--- config.mk ---
export PLATFORM = sky130hd
export DESIGN_NAME = barrier_sync_register_unit
export DESIGN_NICKNAME = d
export VERILOG_FILES = /design/src/rtl/bsru_pkg.sv /design/src/rtl/bsru_access.sv /design/src/rtl/barrier_sync_register_unit.sv
export SDC_FILE = /design/constraint.sdc
export NUM_CORES = 1
export LEC_CHECK = 0
export BUFFER_PORTS_ARGS = -buffer_cell sky130_fd_sc_hd__buf_2
export CAP_MARGIN = 20
export CORE_MARGIN = 2
export CORE_UTILIZATION = 60
export DETAILED_ROUTE_END_ITERATION = 10
export HOLD_SLACK_MARGIN = 0.02
export PLACE_DENSITY = 0.77
export SKIP_CTS_REPAIR_TIMING = 1
export SLEW_MARGIN = 20
export SYNTH_ARGS = -nofsm -noshare
export SYNTH_HDL_FRONTEND = slang
export SYNTH_SLANG_ARGS = --single-unit
--- constraint.sdc ---
create_clock -name clk -period 5.38 [get_ports clk]
set_clock_uncertainty 0.05 [all_clocks]
set_input_delay 0.538 -clock clk [delete_from_list [all_inputs] [get_ports clk]]
set_output_delay 0.538 -clock clk [all_outputs]
set_load 0.02 [all_outputs]
--- src/rtl/bsru_pkg.sv ---
package bsru_pkg;

  // Storage width of one per-processor mask and of the read data bus.
  localparam int MASK_W        = 8;
  localparam int KIND_W        = 3;
  localparam int TARGET_W      = 3;
  localparam int CHANNEL_W     = 4;
  localparam int PE_W          = 3;
  localparam int DATA_W        = 4;
  localparam int RDATA_W       = 8;

  localparam int NUM_CHANNELS_DEF = 16;
  localparam int NUM_PES_DEF      = 8;

  // Access kinds.
  localparam logic [KIND_W-1:0] KIND_READ   = 3'd0;
  localparam logic [KIND_W-1:0] KIND_WRITE  = 3'd1;
  localparam logic [KIND_W-1:0] KIND_SET    = 3'd2;
  localparam logic [KIND_W-1:0] KIND_INVERT = 3'd3;
  localparam logic [KIND_W-1:0] KIND_CLEAR  = 3'd4;
  localparam logic [KIND_W-1:0] KIND_TEST   = 3'd5;

  // Decoded targets.
  localparam logic [TARGET_W-1:0] TGT_INIT   = 3'd0;
  localparam logic [TARGET_W-1:0] TGT_ENABLE = 3'd1;
  localparam logic [TARGET_W-1:0] TGT_CHECK  = 3'd2;
  localparam logic [TARGET_W-1:0] TGT_SYNC   = 3'd3;

  // One access as held in the input register.
  typedef struct packed {
    logic [KIND_W-1:0]    kind;
    logic [TARGET_W-1:0]  target;
    logic [CHANNEL_W-1:0] channel;
    logic [PE_W-1:0]      pe_index;
    logic [DATA_W-1:0]    write_data;
    logic [DATA_W-1:0]    bit_mask;
  } access_t;

  // The three masks of one barrier channel.
  typedef struct packed {
    logic [MASK_W-1:0] enable;
    logic [MASK_W-1:0] check;
    logic [MASK_W-1:0] sync;
  } masks_t;

  // One result item.
  typedef struct packed {
    logic [RDATA_W-1:0] read_data;
    logic               read_valid;
    logic               zero_valid;
    logic               zero_flag;
  } result_t;

endpackage

--- src/rtl/bsru_access.sv ---
module bsru_access import bsru_pkg::*; #(
  parameter int NUM_CHANNELS = NUM_CHANNELS_DEF,
  parameter int NUM_PES      = NUM_PES_DEF
) (
  input  access_t acc,
  input  masks_t  cur,
  output logic    wr_en,
  output masks_t  nxt,
  output result_t res
);

  // Bits of processors that exist.
  localparam logic [MASK_W-1:0] PE_VALID = MASK_W'((16'(1) << NUM_PES) - 16'(1));

  // Set/clear sel bits; invert: clear if any set, else set; test: keep.
  function automatic logic [MASK_W-1:0] apply_bitop(input logic [MASK_W-1:0] value,
                                                    input logic [MASK_W-1:0] sel,
                                                    input logic [KIND_W-1:0] kind);
    logic [MASK_W-1:0] r;
    r = value;
    if (kind == KIND_SET) begin
      r = value | sel;
    end else if (kind == KIND_INVERT) begin
      r = (|(value & sel)) ? (value & ~sel) : (value | sel);
    end else if (kind == KIND_CLEAR) begin
      r = value & ~sel;
    end
    return r;
  endfunction

  logic              bitop;
  logic              chan_ok;
  logic              mapped;
  logic              eval;
  logic [MASK_W-1:0] pe_bit;
  logic [MASK_W-1:0] en_sel;
  logic [MASK_W-1:0] pe_sel;

  assign bitop   = (acc.kind == KIND_SET) || (acc.kind == KIND_INVERT) ||
                   (acc.kind == KIND_CLEAR) || (acc.kind == KIND_TEST);
  assign chan_ok = ({1'b0, acc.channel} < (CHANNEL_W + 1)'(NUM_CHANNELS));
  assign mapped  = ((acc.kind == KIND_READ) || (acc.kind == KIND_WRITE) || bitop) &&
                   chan_ok && (acc.target <= TGT_SYNC);
  assign pe_bit  = (MASK_W'(1) << acc.pe_index) & PE_VALID;
  assign en_sel  = MASK_W'(acc.bit_mask) & PE_VALID;
  assign pe_sel  = acc.bit_mask[0] ? pe_bit : '0;
  assign wr_en   = mapped;

  // Read-modify-write of the addressed channel.
  always_comb begin
    nxt            = cur;
    eval           = 1'b0;
    res.read_data  = '0;
    res.read_valid = (acc.kind == KIND_READ);
    res.zero_valid = 1'b0;
    res.zero_flag  = 1'b0;
    if (mapped) begin
      unique case (acc.target)
        TGT_INIT: begin
          // Init bit ops flag zero; init clears the barrier on request.
          if (bitop) begin
            res.zero_valid = 1'b1;
            res.zero_flag  = 1'b1;
            if ((acc.kind == KIND_SET) && (acc.bit_mask == DATA_W'(1))) begin
              nxt.check = '0;
              nxt.sync  = '0;
            end
          end else if (acc.kind == KIND_WRITE) begin
            if (acc.write_data[0]) begin
              nxt.check = '0;
              nxt.sync  = '0;
            end
          end
        end
        TGT_ENABLE: begin
          eval = 1'b1;
          if (bitop) begin
            res.zero_valid = 1'b1;
            res.zero_flag  = ~|(cur.enable & en_sel);
            nxt.enable     = apply_bitop(cur.enable, en_sel, acc.kind);
          end else if (acc.kind == KIND_WRITE) begin
            nxt.enable = MASK_W'(acc.write_data) & PE_VALID;
          end else begin
            res.read_data = RDATA_W'(cur.enable);
          end
        end
        TGT_CHECK: begin
          // Every modifying access to a check bit only sets it.
          eval = 1'b1;
          if (bitop) begin
            res.zero_valid = 1'b1;
            res.zero_flag  = ~|(cur.check & pe_sel);
            if (acc.kind != KIND_TEST) begin
              nxt.check = cur.check | pe_sel;
            end
          end else if (acc.kind == KIND_WRITE) begin
            nxt.check = cur.check | pe_bit;
          end else begin
            res.read_data = RDATA_W'(|(cur.check & pe_bit));
          end
        end
        TGT_SYNC: begin
          if (bitop) begin
            res.zero_valid = 1'b1;
            res.zero_flag  = ~|(cur.sync & pe_sel);
            nxt.sync       = apply_bitop(cur.sync, pe_sel, acc.kind);
          end else if (acc.kind == KIND_WRITE) begin
            if (acc.write_data[0]) begin
              nxt.sync = cur.sync | pe_bit;
            end
          end else begin
            res.read_data = RDATA_W'(|(cur.sync & pe_bit));
          end
        end
        default: begin
          nxt = cur;
        end
      endcase
      // Release the barrier once every enabled processor has checked in.
      if (eval && ((nxt.enable & nxt.check) == nxt.enable)) begin
        nxt.sync = nxt.enable;
      end
    end
  end

endmodule

--- src/rtl/barrier_sync_register_unit.sv ---
// Barrier synchronization register unit: each barrier channel holds an enable
// mask, a check mask and a sync mask, one bit per processor, in flip-flops
// that reset clears. Every transfer on the input channel is one decoded access
// (read, write, or a set/invert/clear/test bit operation) and yields exactly
// one result transfer. The unit takes one access per clock cycle unless
// in_stall is high; the result is registered as the access passes from the
// input register into the result register, and in that same cycle the
// addressed channel's masks are read, modified and written back, so a
// following access to the same channel always sees the update. in_stall
// rises only while a result is held by out_stall and the input register is
// full.
module barrier_sync_register_unit import bsru_pkg::*; #(
  parameter int NUM_CHANNELS = NUM_CHANNELS_DEF,
  parameter int NUM_PES      = NUM_PES_DEF
) (
  input  logic                 clk,
  input  logic                 rst_n,
  input  logic                 in_valid,
  output logic                 in_stall,
  input  logic [KIND_W-1:0]    in_kind,
  input  logic [TARGET_W-1:0]  in_target,
  input  logic [CHANNEL_W-1:0] in_channel,
  input  logic [PE_W-1:0]      in_pe_index,
  input  logic [DATA_W-1:0]    in_write_data,
  input  logic [DATA_W-1:0]    in_bit_mask,
  output logic                 out_valid,
  input  logic                 out_stall,
  output logic [RDATA_W-1:0]   out_read_data,
  output logic                 out_read_valid,
  output logic                 out_zero_valid,
  output logic                 out_zero_flag
);

  localparam int CH_IDX_W = (NUM_CHANNELS > 1) ? $clog2(NUM_CHANNELS) : 1;

  logic              acc_valid_r;
  access_t           acc_r;
  logic              out_valid_r;
  result_t           res_r;
  logic [MASK_W-1:0] enable_mask_r [NUM_CHANNELS];
  logic [MASK_W-1:0] check_mask_r  [NUM_CHANNELS];
  logic [MASK_W-1:0] sync_mask_r   [NUM_CHANNELS];

  logic                advance;
  logic                fire;
  logic [CH_IDX_W-1:0] ch_idx;
  masks_t              cur;
  masks_t              nxt;
  logic                wr_en;
  result_t             res_nxt;

  // The input register moves on whenever the result register is free.
  assign advance  = !out_valid_r || !out_stall;
  assign fire     = acc_valid_r && advance;
  assign in_stall = acc_valid_r && !advance;

  assign ch_idx     = acc_r.channel[CH_IDX_W-1:0];
  assign cur.enable = enable_mask_r[ch_idx];
  assign cur.check  = check_mask_r[ch_idx];
  assign cur.sync   = sync_mask_r[ch_idx];

  bsru_access #(
    .NUM_CHANNELS (NUM_CHANNELS),
    .NUM_PES      (NUM_PES)
  ) u_access (
    .acc   (acc_r),
    .cur   (cur),
    .wr_en (wr_en),
    .nxt   (nxt),
    .res   (res_nxt)
  );

  // Input register.
  always_ff @(posedge clk) begin
    if (!rst_n) begin
      acc_valid_r <= 1'b0;
    end else if (!in_stall) begin
      acc_valid_r <= in_valid;
    end
  end

  always_ff @(posedge clk) begin
    if (!in_stall && in_valid) begin
      acc_r.kind       <= in_kind;
      acc_r.target     <= in_target;
      acc_r.channel    <= in_channel;
      acc_r.pe_index   <= in_pe_index;
      acc_r.write_data <= in_write_data;
      acc_r.bit_mask   <= in_bit_mask;
    end
  end

  // Channel masks, written back as the access moves to the result register.
  always_ff @(posedge clk) begin
    if (!rst_n) begin
      for (int i = 0; i < NUM_CHANNELS; i++) begin
        enable_mask_r[i] <= '0;
        check_mask_r[i]  <= '0;
        sync_mask_r[i]   <= '0;
      end
    end else if (fire && wr_en) begin
      enable_mask_r[ch_idx] <= nxt.enable;
      check_mask_r[ch_idx]  <= nxt.check;
      sync_mask_r[ch_idx]   <= nxt.sync;
    end
  end

  // Result register.
  always_ff @(posedge clk) begin
    if (!rst_n) begin
      out_valid_r <= 1'b0;
    end else if (advance) begin
      out_valid_r <= acc_valid_r;
    end
  end

  always_ff @(posedge clk) begin
    if (fire) begin
      res_r <= res_nxt;
    end
  end

  assign out_valid      = out_valid_r;
  assign out_read_data  = res_r.read_data;
  assign out_read_valid = res_r.read_valid;
  assign out_zero_valid = res_r.zero_valid;
  assign out_zero_flag  = res_r.zero_flag;

endmodule

Word level (Yosys, flattened, before mapping) --
Memories as Yosys holds them, arrays and structs flattened. A register that Yosys moved wholly into a read port is not among the register bits. Index checks and enable logic that the tools add are counted.
Word-level totals: memories kept 3, word-level logic and storage cells 132, RAM bits 384, flip-flop bits (word level) 34
Cells by class: shift operators 1, order comparisons 1, bitwise logic cells 15, equality and inequality tests 11, multiplexer cells 58, reduce and logical (&&, ||, !) cells 31
Memory list:
- check_mask_r | words 16, width 8, read ports 1, clocked after memory_dff 1, wr ports 16, RTL line barrier_sync_register_unit.sv:41 | logic [MASK_W-1:0] check_mask_r [NUM_CHANNELS];
- enable_mask_r | words 16, width 8, read ports 1, clocked after memory_dff 1, wr ports 16, RTL line barrier_sync_register_unit.sv:40 | logic [MASK_W-1:0] enable_mask_r [NUM_CHANNELS];
- sync_mask_r | words 16, width 8, read ports 1, clocked after memory_dff 1, wr ports 16, RTL line barrier_sync_register_unit.sv:42 | logic [MASK_W-1:0] sync_mask_r [NUM_CHANNELS];
Operators by type and width (number):
- $mux 8 | 27
- $mux 16 | 4
- $reduce_or 8->1 | 8
- $and 8x8->8 | 7
- $or 8x8->8 | 4
- $pmux 8 s2 | 2
- $mux 24 | 1
- $mux 4 | 6
- $pmux 8 s3 | 1
- $eq 3x2->1 const B | 4
- $mux 1 | 12
- $and 8x4->8 | 1
- $eq 8x8->1 | 1
- $mux 2 | 4
- $not 4->8 | 1
- $not 8->8 | 1
- $or 8x4->8 | 1
- $pmux 2 s4 | 1
- $shl 1x3->8 const A | 1
- $logic_and 1x1->1 | 7
- $logic_not 1->1 | 7
- $eq 3x1->1 const B | 2
- $eq 3x3->1 const B | 2
- $logic_not 3->1 | 2
- 5 further kinds | 10

Depth between registers and ports, before layout --
Gate-level depths: netlist of run 1.
word-level depth 14, gate-level depth with buffers 16, mapped depth without buffers 11

Modules after synthesis --
Synthesis of run 1 repeated with hierarchy kept, for this count alone.
Unflattened totals: cell total of the unflattened synthesis 1379, area, all modules 19060.8 um^2
By module, submodules not included:
- barrier_sync_register_unit | instances 1, cells each 1151, area an instance 17509.3 um^2, seq. area each 12612.1 um^2
- bsru_access | instances 1, cells each 228, area an instance 1551.5 um^2, seq. area each 0.0 um^2

Worst setup path before layout of run 1 --
OpenSTA, ideal clock, no wires.
path kind register to register, start point register (tool-made name), end point memory sync_mask_r[10][0], data pin, library setup time 0.266 ns, stages on the path, launching flop included 15, clock period less this slack 3.997 ns, data arrival time 3.681 ns, data required time 5.064 ns, path slack 1.383 ns, path buffers 6, path through dfxtp_1 -> buf_6 -> buf_4 -> buf_4 -> buf_4 -> buf_4 -> mux4_2 -> a22o_1 -> a221oi_1 -> a21o_1 -> o211a_1 -> o22ai_1 -> a221oi_1 -> buf_2 -> nor2_1
RTL lines (RTL line):
- to (decl) | barrier_sync_register_unit.sv:42

==> impl_metrics.yaml, run 1 <==
status:
  status: "finished clean"
placement:
  place.gp.congestion: 1.02
  place_area_sq_um: 20500
  dp_hpwl_um: 35500
  numPortBuffers: 37
logic_synthesis:
  synth-seq-area-share: 0.641
  synth.distinct_cells: 77
  yosys_most_used_dff: "edfxtp_1"
  synth_edf_count: 416
  synth_nets: 1534
  ys_ff_latch: 422
  syn_avg_cell_area_sq_um: 13.0
  netlist_instances: 1508
  synthArstFlopShare: 0
  ys_warn_count: 0
  syn-cell-area_sq_um: 19700
clocking:
  h-tree-depth: 2
  clockBufferDepth: 3
  cts_made_buffers: 43
  clock_latency_ns: 0.55
  cts_sinks: 422
  root_buffer: "clkbuf_16"
  tritoncts: "built"
  cts.clk_slew.worst_paths_ns: 0.06
final_layout:
  drive_gt1_frac: 0.189
  final_cell_mix: "edfxtp_1 (416), nor2_1 (378), nand2_1 (90), mux4_2 (67), buf_4 (66)"
  final_net_count: 1569
  diodes: 0
  area_growth_pct: 11.1
  final_area_sq_um: 21800
  layout_commonest_cell: "edfxtp_1"
  final_util: 0.675
hold_path:
  min_to: "acc_r[15]$_DFFE_PP_"
  hold_class: "input port to flip-flop"
  hold_start: "in_target[0]"
  holdPathStages: 1
timing:
  timing.hold.ws_ns: 0.126
  tns_ns: 0
  drv_slew: 0
  tightest_slew_ns: 1.14
  rsz0062_at_grt: "no"
  max_freq_mhz: 209
  relSlewSlack: 0.233
  finalSetupViolations: 0
  fin_crit_ns: 4.79
  timing_hold_violations_final: 0
  post-route-period-util: 0.890
route:
  drc_errors: 0
  drt_wl_total_um: 58900
  wl_per_cell_um: 29.2
  vias: 13600
  via_per_inst: 6.77
  postRouteAntennaNets: 0
  first_iter_violations: 2084
  firstDrtPassIters: 6
pwr:
  peakVddDrop_uv: 207
  p_leak_nw: 7.72
  powerDensity_nw_per_um2: 353
setup_path:
  cp_max_fo: 16
  worstPathArrival_ns: 5.00
  rrSetupSlack_ns: 0.59
  end_kind: "flip-flop"
  cp_data_required_time_ns: 5.59
  startpoint_type: "flip-flop"
  worstReg2RegEnd: "sync_mask_r[5][6]$_SDFFCE_PN0P_"
  criticalPathCategory: "flip-flop to flip-flop"
  reg2regPathDepth: 12
die:
  dieHeight_um: 185
  start_util: 0.608
  core_sq_um: 32400
  die-area_sq_um: 34300
  ioPinCount: 38
  dieWidth_um: 185
  placementRows: 66
global_routing:
  grt_overflow: 0
  grt_max_degree: 49
  grt_pass1_wl_um: 85300
  grtUsageTotal: 0.350
  antenna_found_initial: 0
  grt_pass1_vias: 13500
run:
  cap_viol_max_count: 0
Yosys cell counts (10+ instances only):
cell,instances,area share
buf_2,24,0.0061
mux2i_1,57,0.029
clkbuf_1,76,0.015
and2_1,12,0.0038
mux2_2,18,0.010
nand2b_1,10,0.0032
nand2_1,92,0.018
a21oi_1,29,0.0074
nor2b_1,22,0.0070
a22oi_1,22,0.0084
nor3_2,20,0.010
edfxtp_1,416,0.63
mux4_2,67,0.077
nor2_1,378,0.072
and3_1,11,0.0035
nor3_1,49,0.012
o21ai_0,12,0.0031
o22ai_1,10,0.0032
nand3_1,19,0.0048
worst max-delay path by stage:
stage,to,slack (ns),depth (start not counted)
floorplan,sync_mask_r[10][0]$_SDFFCE_PN0P_,1.38,14
global placement,sync_mask_r[5][6]$_SDFFCE_PN0P_,0.77,12
detailed placement,sync_mask_r[5][6]$_SDFFCE_PN0P_,0.68,12
CTS,sync_mask_r[3][6]$_SDFFCE_PN0P_,0.68,12
global route,sync_mask_r[3][6]$_SDFFCE_PN0P_,0.35,12
finish,sync_mask_r[5][6]$_SDFFCE_PN0P_,0.59,12
through the flow:
step / power (mW) / setup WS, ns / instances
finish: 7.71 / 0.591 / 2017
global route: 7.88 / 0.350 / 2017
CTS: 7.67 / 0.683 / 2017
detailed placement: 4.84 / 0.682 / 1940
global placement: 4.82 / 0.772 / 1939
floorplan: 4.49 / 1.38 / 1508
flip-flops by register name (all words and copies together), names as in the netlist, named ones only:
signal and cells:
check_mask_r 128, out_valid 1, acc_valid_r 1, out_zero_flag 1, sync_mask_r 128, out_zero_valid 1, out_read_valid 1, out_read_data 8
ch_idx 4, acc_r 17, enable_mask_r 128
cells by family after synthesis:
group                      after synthesis  share of synthesized area
buffers and inverters                  123                     0.0284
and+or+nand+nor                        651                      0.149
muxes                                  144                      0.119
xor gates and xnor gates                 1                   0.000445
AOI/OAI and AO/OA                      166                     0.0619
adders and majority gates                1                   0.000636
DFF                                    422                      0.641
worst max-delay path, stage by stage (launching register included):
cell and delay [ns]:
dfxtp_4 0.53, buf_4 0.31, mux4_2 0.53, mux2i_1 0.16
mux2i_1 0.33, nand3_1 0.20, o21ai_0 0.09, or3_1 0.43
or4_1 0.63, nor2_2 0.11, buf_4 0.21, and4b_1 0.79
nor3_1 0.09
report_power, final:
part	total (mW)	switching, mW	internal (mW)
logic	0.996	0.664	0.332
registers	3.80	0.0774	3.73
clock network	2.91	1.25	1.67
total	7.71	1.99	5.72
routing by layer:
layer,up-vias,global-route usage,share of wire
met4,0,0.151,0.050
met2,1061,0.548,0.46
met5,-,0,0
met1,6682,0.477,0.36
li1,5690,-,-
met3,215,0.0798,0.13
cell type report:
type / instances / area (sq um)
Clock inverter: 23 / 229
Clock buffer: 54 / 1120
Timing Repair Buffer: 106 / 741
Sequential cell: 422 / 12600
Fill cell: 2272 / 10500
Tap cell: 442 / 553
Inverter: 7 / 26.3
Multi-Input combinational cell: 963 / 6560
Power figures use the tool's default switching activity.
==> run 2, diff against run 1 <==
BUFFER_PORTS_ARGS = default   (was -buffer_cell sky130_fd_sc_hd__buf_2)
DONT_BUFFER_PORTS = 1   (was default)
PLACE_DENSITY = 0.76   (was 0.77)
==> run 2 against run 1 <==
The flow now finishes with violations (DRC). Non-clock buffer count is 17 lower. Flip-flop and latch count unchanged. Die area unchanged. Sequential share of layout area barely moved. Worst hold slack worse by 0.098 ns. Utilization hardly changed. Combinational power shrank 2%. Via count increased by 0.42%. Critical path depth is 2 lower. Sequential power about the same. Setup slack worse by 0.10 ns. Clock-buffer cell count down 2. Largest power group unchanged. Highest routed layer unchanged.
==> impl_metrics.yaml, run 2 (synthesized netlist as in run 1, its figures left out) <==
status:
  status: "complete, but fails checks"
  violations: "DRC"
global_routing:
  grt_overflow: 0
  grt_max_degree: 41
  busiest_layer: "met2"
  antenna_found_initial: 1
  grt_pass1_vias: 13400
  grt_pass1_wl_um: 84700
  met3_usage: 0.105
  grtUsageTotal: 0.348
  grt_util_met1: 0.449
  use_met2: 0.538
final_layout:
  final_cell_mix: "edfxtp_1 (416), nor2_1 (377), nand2_1 (91), buf_4 (68), mux4_2 (67)"
  layout_commonest_cell: "edfxtp_1"
  final_net_count: 1552
  diodes: 0
  area_growth_pct: 11.1
  nFillCells: 2291
  reg_top3: "check_mask_r x128, enable_mask_r x128, sync_mask_r x128"
  drive_gt1_frac: 0.169
clocking:
  cts_sinks: 422
  cts_made_buffers: 43
  clockBufferDepth: 3
  cts.clk_slew.worst_paths_ns: 0.06
  tritoncts: "built"
  root_buffer: "clkbuf_16"
  clock_latency_ns: 0.56
  h-tree-depth: 2
route:
  wl_per_cell_um: 29.4
  drt_wl_total_um: 58800
  first_iter_violations: 1851
  firstDrtPassIters: 9
  vias: 13700
  drc_errors: 1
  postRouteAntennaNets: 0
  via_per_inst: 6.85
setup_path:
  criticalPathCategory: "flip-flop to flip-flop"
  startpoint_type: "flip-flop"
  critPathMaxStageDelay_ns: 0.74
  end_kind: "flip-flop"
  critPathSlowestCell: "dfxtp_4"
  cp_data_required_time_ns: 5.61
  cp_cell_sequence: "mux4_2, a22oi_1, nand3_1, o211ai_1, o21ai_1, or3_1, or4_1, nor2_2, o311a_1, nor2_1"
  worstPathArrival_ns: 5.12
  cp_max_fo: 34
die:
  ioPinCount: 38
  start_util: 0.608
  placementRows: 66
  dieHeight_um: 185
  die-area_sq_um: 34300
  dieWidth_um: 185
  core_sq_um: 32400
timing:
  rsz0062_at_grt: "no"
  drv_slew: 0
  timing.hold.ws_ns: 0.0280
  post-route-period-util: 0.909
  tns_ns: 0
  relSlewSlack: 0.257
  tightest_slew_ns: 1.11
  timing_hold_violations_final: 0
  fin_crit_ns: 4.89
  max_freq_mhz: 205
  finalSetupViolations: 0
pwr:
  peakVddDrop_uv: 228
  power_mw: 7.77
  powerDensity_nw_per_um2: 355
  p_leak_nw: 7.67
placement:
  place.gp.congestion: 1.02
  numPortBuffers: 0
  dp_hpwl_um: 35500
hold_path:
  hold_class: "input port to flip-flop"
run:
  cap_viol_max_count: 0
-- run 2: final timing paths --
kind                                  from                               end  slack [ns]  cells after the start
hold reg to reg   acc_valid_r$_SDFFE_PN0N_            out_valid$_SDFFE_PN0N_        0.47                      2
hold / removal               in_channel[3]                         flip-flop        0.03                      2
setup reg to reg                 flip-flop  sync_mask_r[11][1]$_SDFFCE_PN0P_        0.49                     10
setup / recovery                 flip-flop  sync_mask_r[11][1]$_SDFFCE_PN0P_        0.49                     10
-- run 2: where the power goes --
group          switching [mW]  leakage, nW  internal [mW]
logic                   0.651         2.66          0.325
registers              0.0924         4.33           3.73
clock network            1.26        0.676           1.72
-- run 2: metrics by stage --
stage,cell area [sq um],util,cells,worst slack (ns)
2_1_floorplan,19700,-,1508,1.38
3_3_place_gp,20300,0.627,1904,0.813
3_5_place_dp,20300,0.627,1904,0.661
4_1_cts,21700,0.669,1983,0.631
5_1_grt,21900,0.675,2002,0.396
6_report,21900,0.675,2002,0.490
-- run 2: cell type report --
| type | count | area, sq um | area share |
|---|---|---|---|
| Timing Repair Buffer | 89 | 741 | 0.0339 |
| Clock buffer | 52 | 1110 | 0.0508 |
| Inverter | 7 | 26.3 | 0.00120 |
| Clock inverter | 27 | 267 | 0.0122 |
| Multi-Input combinational cell | 963 | 6540 | 0.299 |
| Tap cell | 442 | 553 | 0.0253 |
| Sequential cell | 422 | 12600 | 0.577 |
-- run 2: layer usage --
metal	routed length (um)	vias up	share of wire
met5	0	-	0
met4	2990	0	0.051
met3	7710	213	0.13
met2	27000	1078	0.46
met1	21100	6754	0.36
li1	-	5661	-
-- run 2: worst max-delay path, delay by kind of cell (launching register included) --
family	cells	cell delay, ns
simple gates	5	1.88
compound gates	4	1.29
flops	1	0.74
mux	1	0.58
==> run 3, diff against run 2 <==
SYNTH_HIERARCHICAL = 1   (was default)
==> run 3 against run 2 <==
The run now ends clean. Design area fell by 3.9%. Fmax increased by 6.9%. Clock-buffer cell count up 3. Die area decreased by 3.0%. Non-clock buffer count is 36 lower. Clock power is essentially flat. Sequential share of layout area increased by 2.3 points. Flip-flop and latch count stayed put. Register-to-register slack improved by 0.32 ns.
==> impl_metrics.yaml, run 3 <==
status:
  status: "finished clean"
timing:
  post-route-period-util: 0.850
  fin_crit_ns: 4.57
  drv_slew: 0
  tightest_slew_ns: 1.10
  rsz0062_at_grt: "no"
  timing_hold_violations_final: 0
  relSlewSlack: 0.265
  tns_ns: 0
  finalSetupViolations: 0
  timing.hold.ws_ns: 0.0343
  max_freq_mhz: 219
clocking:
  h-tree-depth: 2
  root_buffer: "clkbuf_16"
  clock_latency_ns: 0.55
  cts.clk_slew.worst_paths_ns: 0.06
  tritoncts: "built"
  clockBufferDepth: 3
  cts_made_buffers: 43
  cts_sinks: 422
pwr:
  powerDensity_nw_per_um2: 360
  peakVddDrop_uv: 300
  p_sw_mw: 1.80
  power.internal_mw: 5.76
  pwr-share-clk: 0.394
  p_comb_frac: 0.105
  p_leak_nw: 7.09
  pwr-share-seq: 0.501
  switching_share: 0.238
  power_mw: 7.56
logic_synthesis:
  synth_nets: 1405
  synth_edf_count: 416
  yosysTopAreaCell: "edfxtp_1"
  syn_avg_cell_area_sq_um: 13.8
  synthArstFlopShare: 0
  synth-seq-area-share: 0.662
  syn-cell-area_sq_um: 19100
  synth_top_area_share: 0.655
  synthTopCellsByCount: "edfxtp_1 (416), nor2_1 (403), nand2_1 (104), mux4_2 (98), clkbuf_1 (65)"
  yosys_most_used_dff: "edfxtp_1"
  ys_warn_count: 6
  synth_most_common_cell: "edfxtp_1"
  netlist_instances: 1379
  synth.area.top_cells: "edfxtp_1 (66%), mux4_2 (12%), nor2_1 (7.9%), a22oi_1 (2.2%), nand2_1 (2.0%)"
  synth.distinct_cells: 73
  ys_ff_latch: 422
global_routing:
  grt_pass1_vias: 12100
  antenna_found_initial: 0
  grt_max_degree: 49
  grtUsageTotal: 0.310
  grt_pass1_wl_um: 75300
  grt_overflow: 0
setup_path:
  reg2regPathDepth: 14
  criticalPathCategory: "flip-flop to flip-flop"
  startpoint_type: "flip-flop"
  crit_end: "sync_mask_r[0][7]$_SDFFCE_PN0P_"
  cp_cell_sequence: "buf_12, buf_12, mux4_2, a22oi_1, nand2_1, a22oi_1, a21oi_1, nor3_1, o211ai_4, nand4_4, nor3_1, a221o_1, nand2_1, nor2_1"
  end_kind: "flip-flop"
  critPathMaxStageDelay_ns: 0.58
  critPathSlowestCell: "dfxtp_4"
  rrSetupSlack_ns: 0.81
  worstReg2RegEnd: "sync_mask_r[0][7]$_SDFFCE_PN0P_"
  cp_max_fo: 25
  cp_data_required_time_ns: 5.59
  worstPathArrival_ns: 4.78
route:
  vias: 12200
  postRouteAntennaNets: 0
  drt_wl_total_um: 50400
  firstDrtPassIters: 6
  drc_errors: 0
  via_per_inst: 6.71
  first_iter_violations: 1927
  wl_per_cell_um: 27.8
placement:
  dp_hpwl_um: 31400
  place.gp.congestion: 0.970
  numPortBuffers: 0
  place_area_sq_um: 19600
  dp_cells: 1736
final_layout:
  regArea_sq_um: 12600
  multiInputGateArea_sq_um: 6000
  final_area_sq_um: 21000
  layout_commonest_cell: "edfxtp_1"
  final_cell_mix: "edfxtp_1 (416), nor2_1 (402), nand2_1 (104), mux4_2 (98), a22oi_1 (55)"
  finalNonFillerCells: 1815
  final_net_count: 1405
  drive_gt1_frac: 0.182
  nFillCells: 2205
  diodes: 0
  area_growth_pct: 10.2
  reg_top3: "check_mask_r x128, enable_mask_r x128, sync_mask_r x128"
hold_path:
  hold_class: "input port to flip-flop"
die:
  placementRows: 65
  dieHeight_um: 182
  start_util: 0.607
  dieWidth_um: 182
  ioPinCount: 38
  core_sq_um: 31400
  die-area_sq_um: 33200
run:
  cap_viol_max_count: 0
-- run 3: cell types whose count changed after synthesis, moves of 18 or more --
| cell | change |
|---|---|
| a21oi_1 | -18 |
| a22oi_1 | +33 |
| mux2i_1 | -54 |
| mux4_2 | +31 |
| nor2_1 | +25 |
| nor3_1 | -39 |
| nor3_2 | -19 |
-- run 3: through the flow --
stage / setup WS (ns) / util
after floorplan: 1.33 / -
after global placement: 0.896 / 0.625
after detailed placement: 0.854 / 0.625
after CTS: 0.792 / 0.669
after global routing: 0.532 / 0.669
final: 0.806 / 0.669
-- run 3: area by class of cell --
cell class | count | area share
clock buffers | 55 | 0.0554
clock inverters | 24 | 0.0113
inverters | 10 | 0.00179
multi-input cells | 849 | 0.286
flip-flops and latches | 422 | 0.601
well taps | 402 | 0.0239
repair buffers | 53 | 0.0213
-- run 3: worst min path at each step --
stage | slack, ns | to | startpoint | depth (start not counted)
detailed placement | 0.46 | flip-flop | ch_idx[3]$_DFFE_PP_ | 1
CTS | 0.02 | acc_r[10]$_DFFE_PP_ | in_pe_index[2] | 0
floorplan | 0.42 | out_valid$_SDFFE_PN0P_ | acc_valid_r$_SDFFE_PN0N_ | 2
global placement | 0.43 | out_valid$_SDFFE_PN0P_ | acc_valid_r$_SDFFE_PN0N_ | 2
finish | 0.03 | acc_r[10]$_DFFE_PP_ | in_pe_index[2] | 0
global route | 0.02 | ch_idx[1]$_DFFE_PP_ | in_channel[1] | 0
-- run 3: critical path, delay by kind of cell, from the launching register on --
| family | cells | cell delay (ns) |
|---|---|---|
| multiplexers | 1 | 0.51 |
| buffers and inverters | 2 | 0.48 |
| flip-flops | 1 | 0.58 |
| AO/OA/AOI/OAI | 5 | 1.29 |
| AND/OR/NAND/NOR | 6 | 1.34 |
-- run 3: logic make-up after synthesis --
group	after synthesis	synth area share
AND/OR/NAND/NOR	597	0.134
flip-flops	422	0.662
AO/OA/AOI/OAI	145	0.0561
buffers and inverters	108	0.0272
multiplexers	105	0.120
XOR/XNOR	1	0.000460
adder cells (fa/ha/maj)	1	0.000656
-- run 3: per-layer routing --
| layer | routed length [um] | vias to the layer above | global-route usage |
|---|---|---|---|
| li1 | - | 5152 | - |
| met1 | 19000 | 6106 | 0.441 |
| met4 | 1850 | 0 | 0.119 |
| met5 | 0 | - | 0 |
| met3 | 5610 | 122 | 0.0617 |
| met2 | 23900 | 799 | 0.484 |
-- run 3: power by group through the flow --
stage          sequential, mW  combinational, mW  clock (mW)
6_report                 3.79              0.793        2.98
5_1_grt                  3.80              0.832        3.12
4_1_cts                  3.79              0.779        2.99
3_5_place_dp             3.86              0.777           0
3_3_place_gp             3.85              0.774           0
2_1_floorplan            3.83              0.541           0
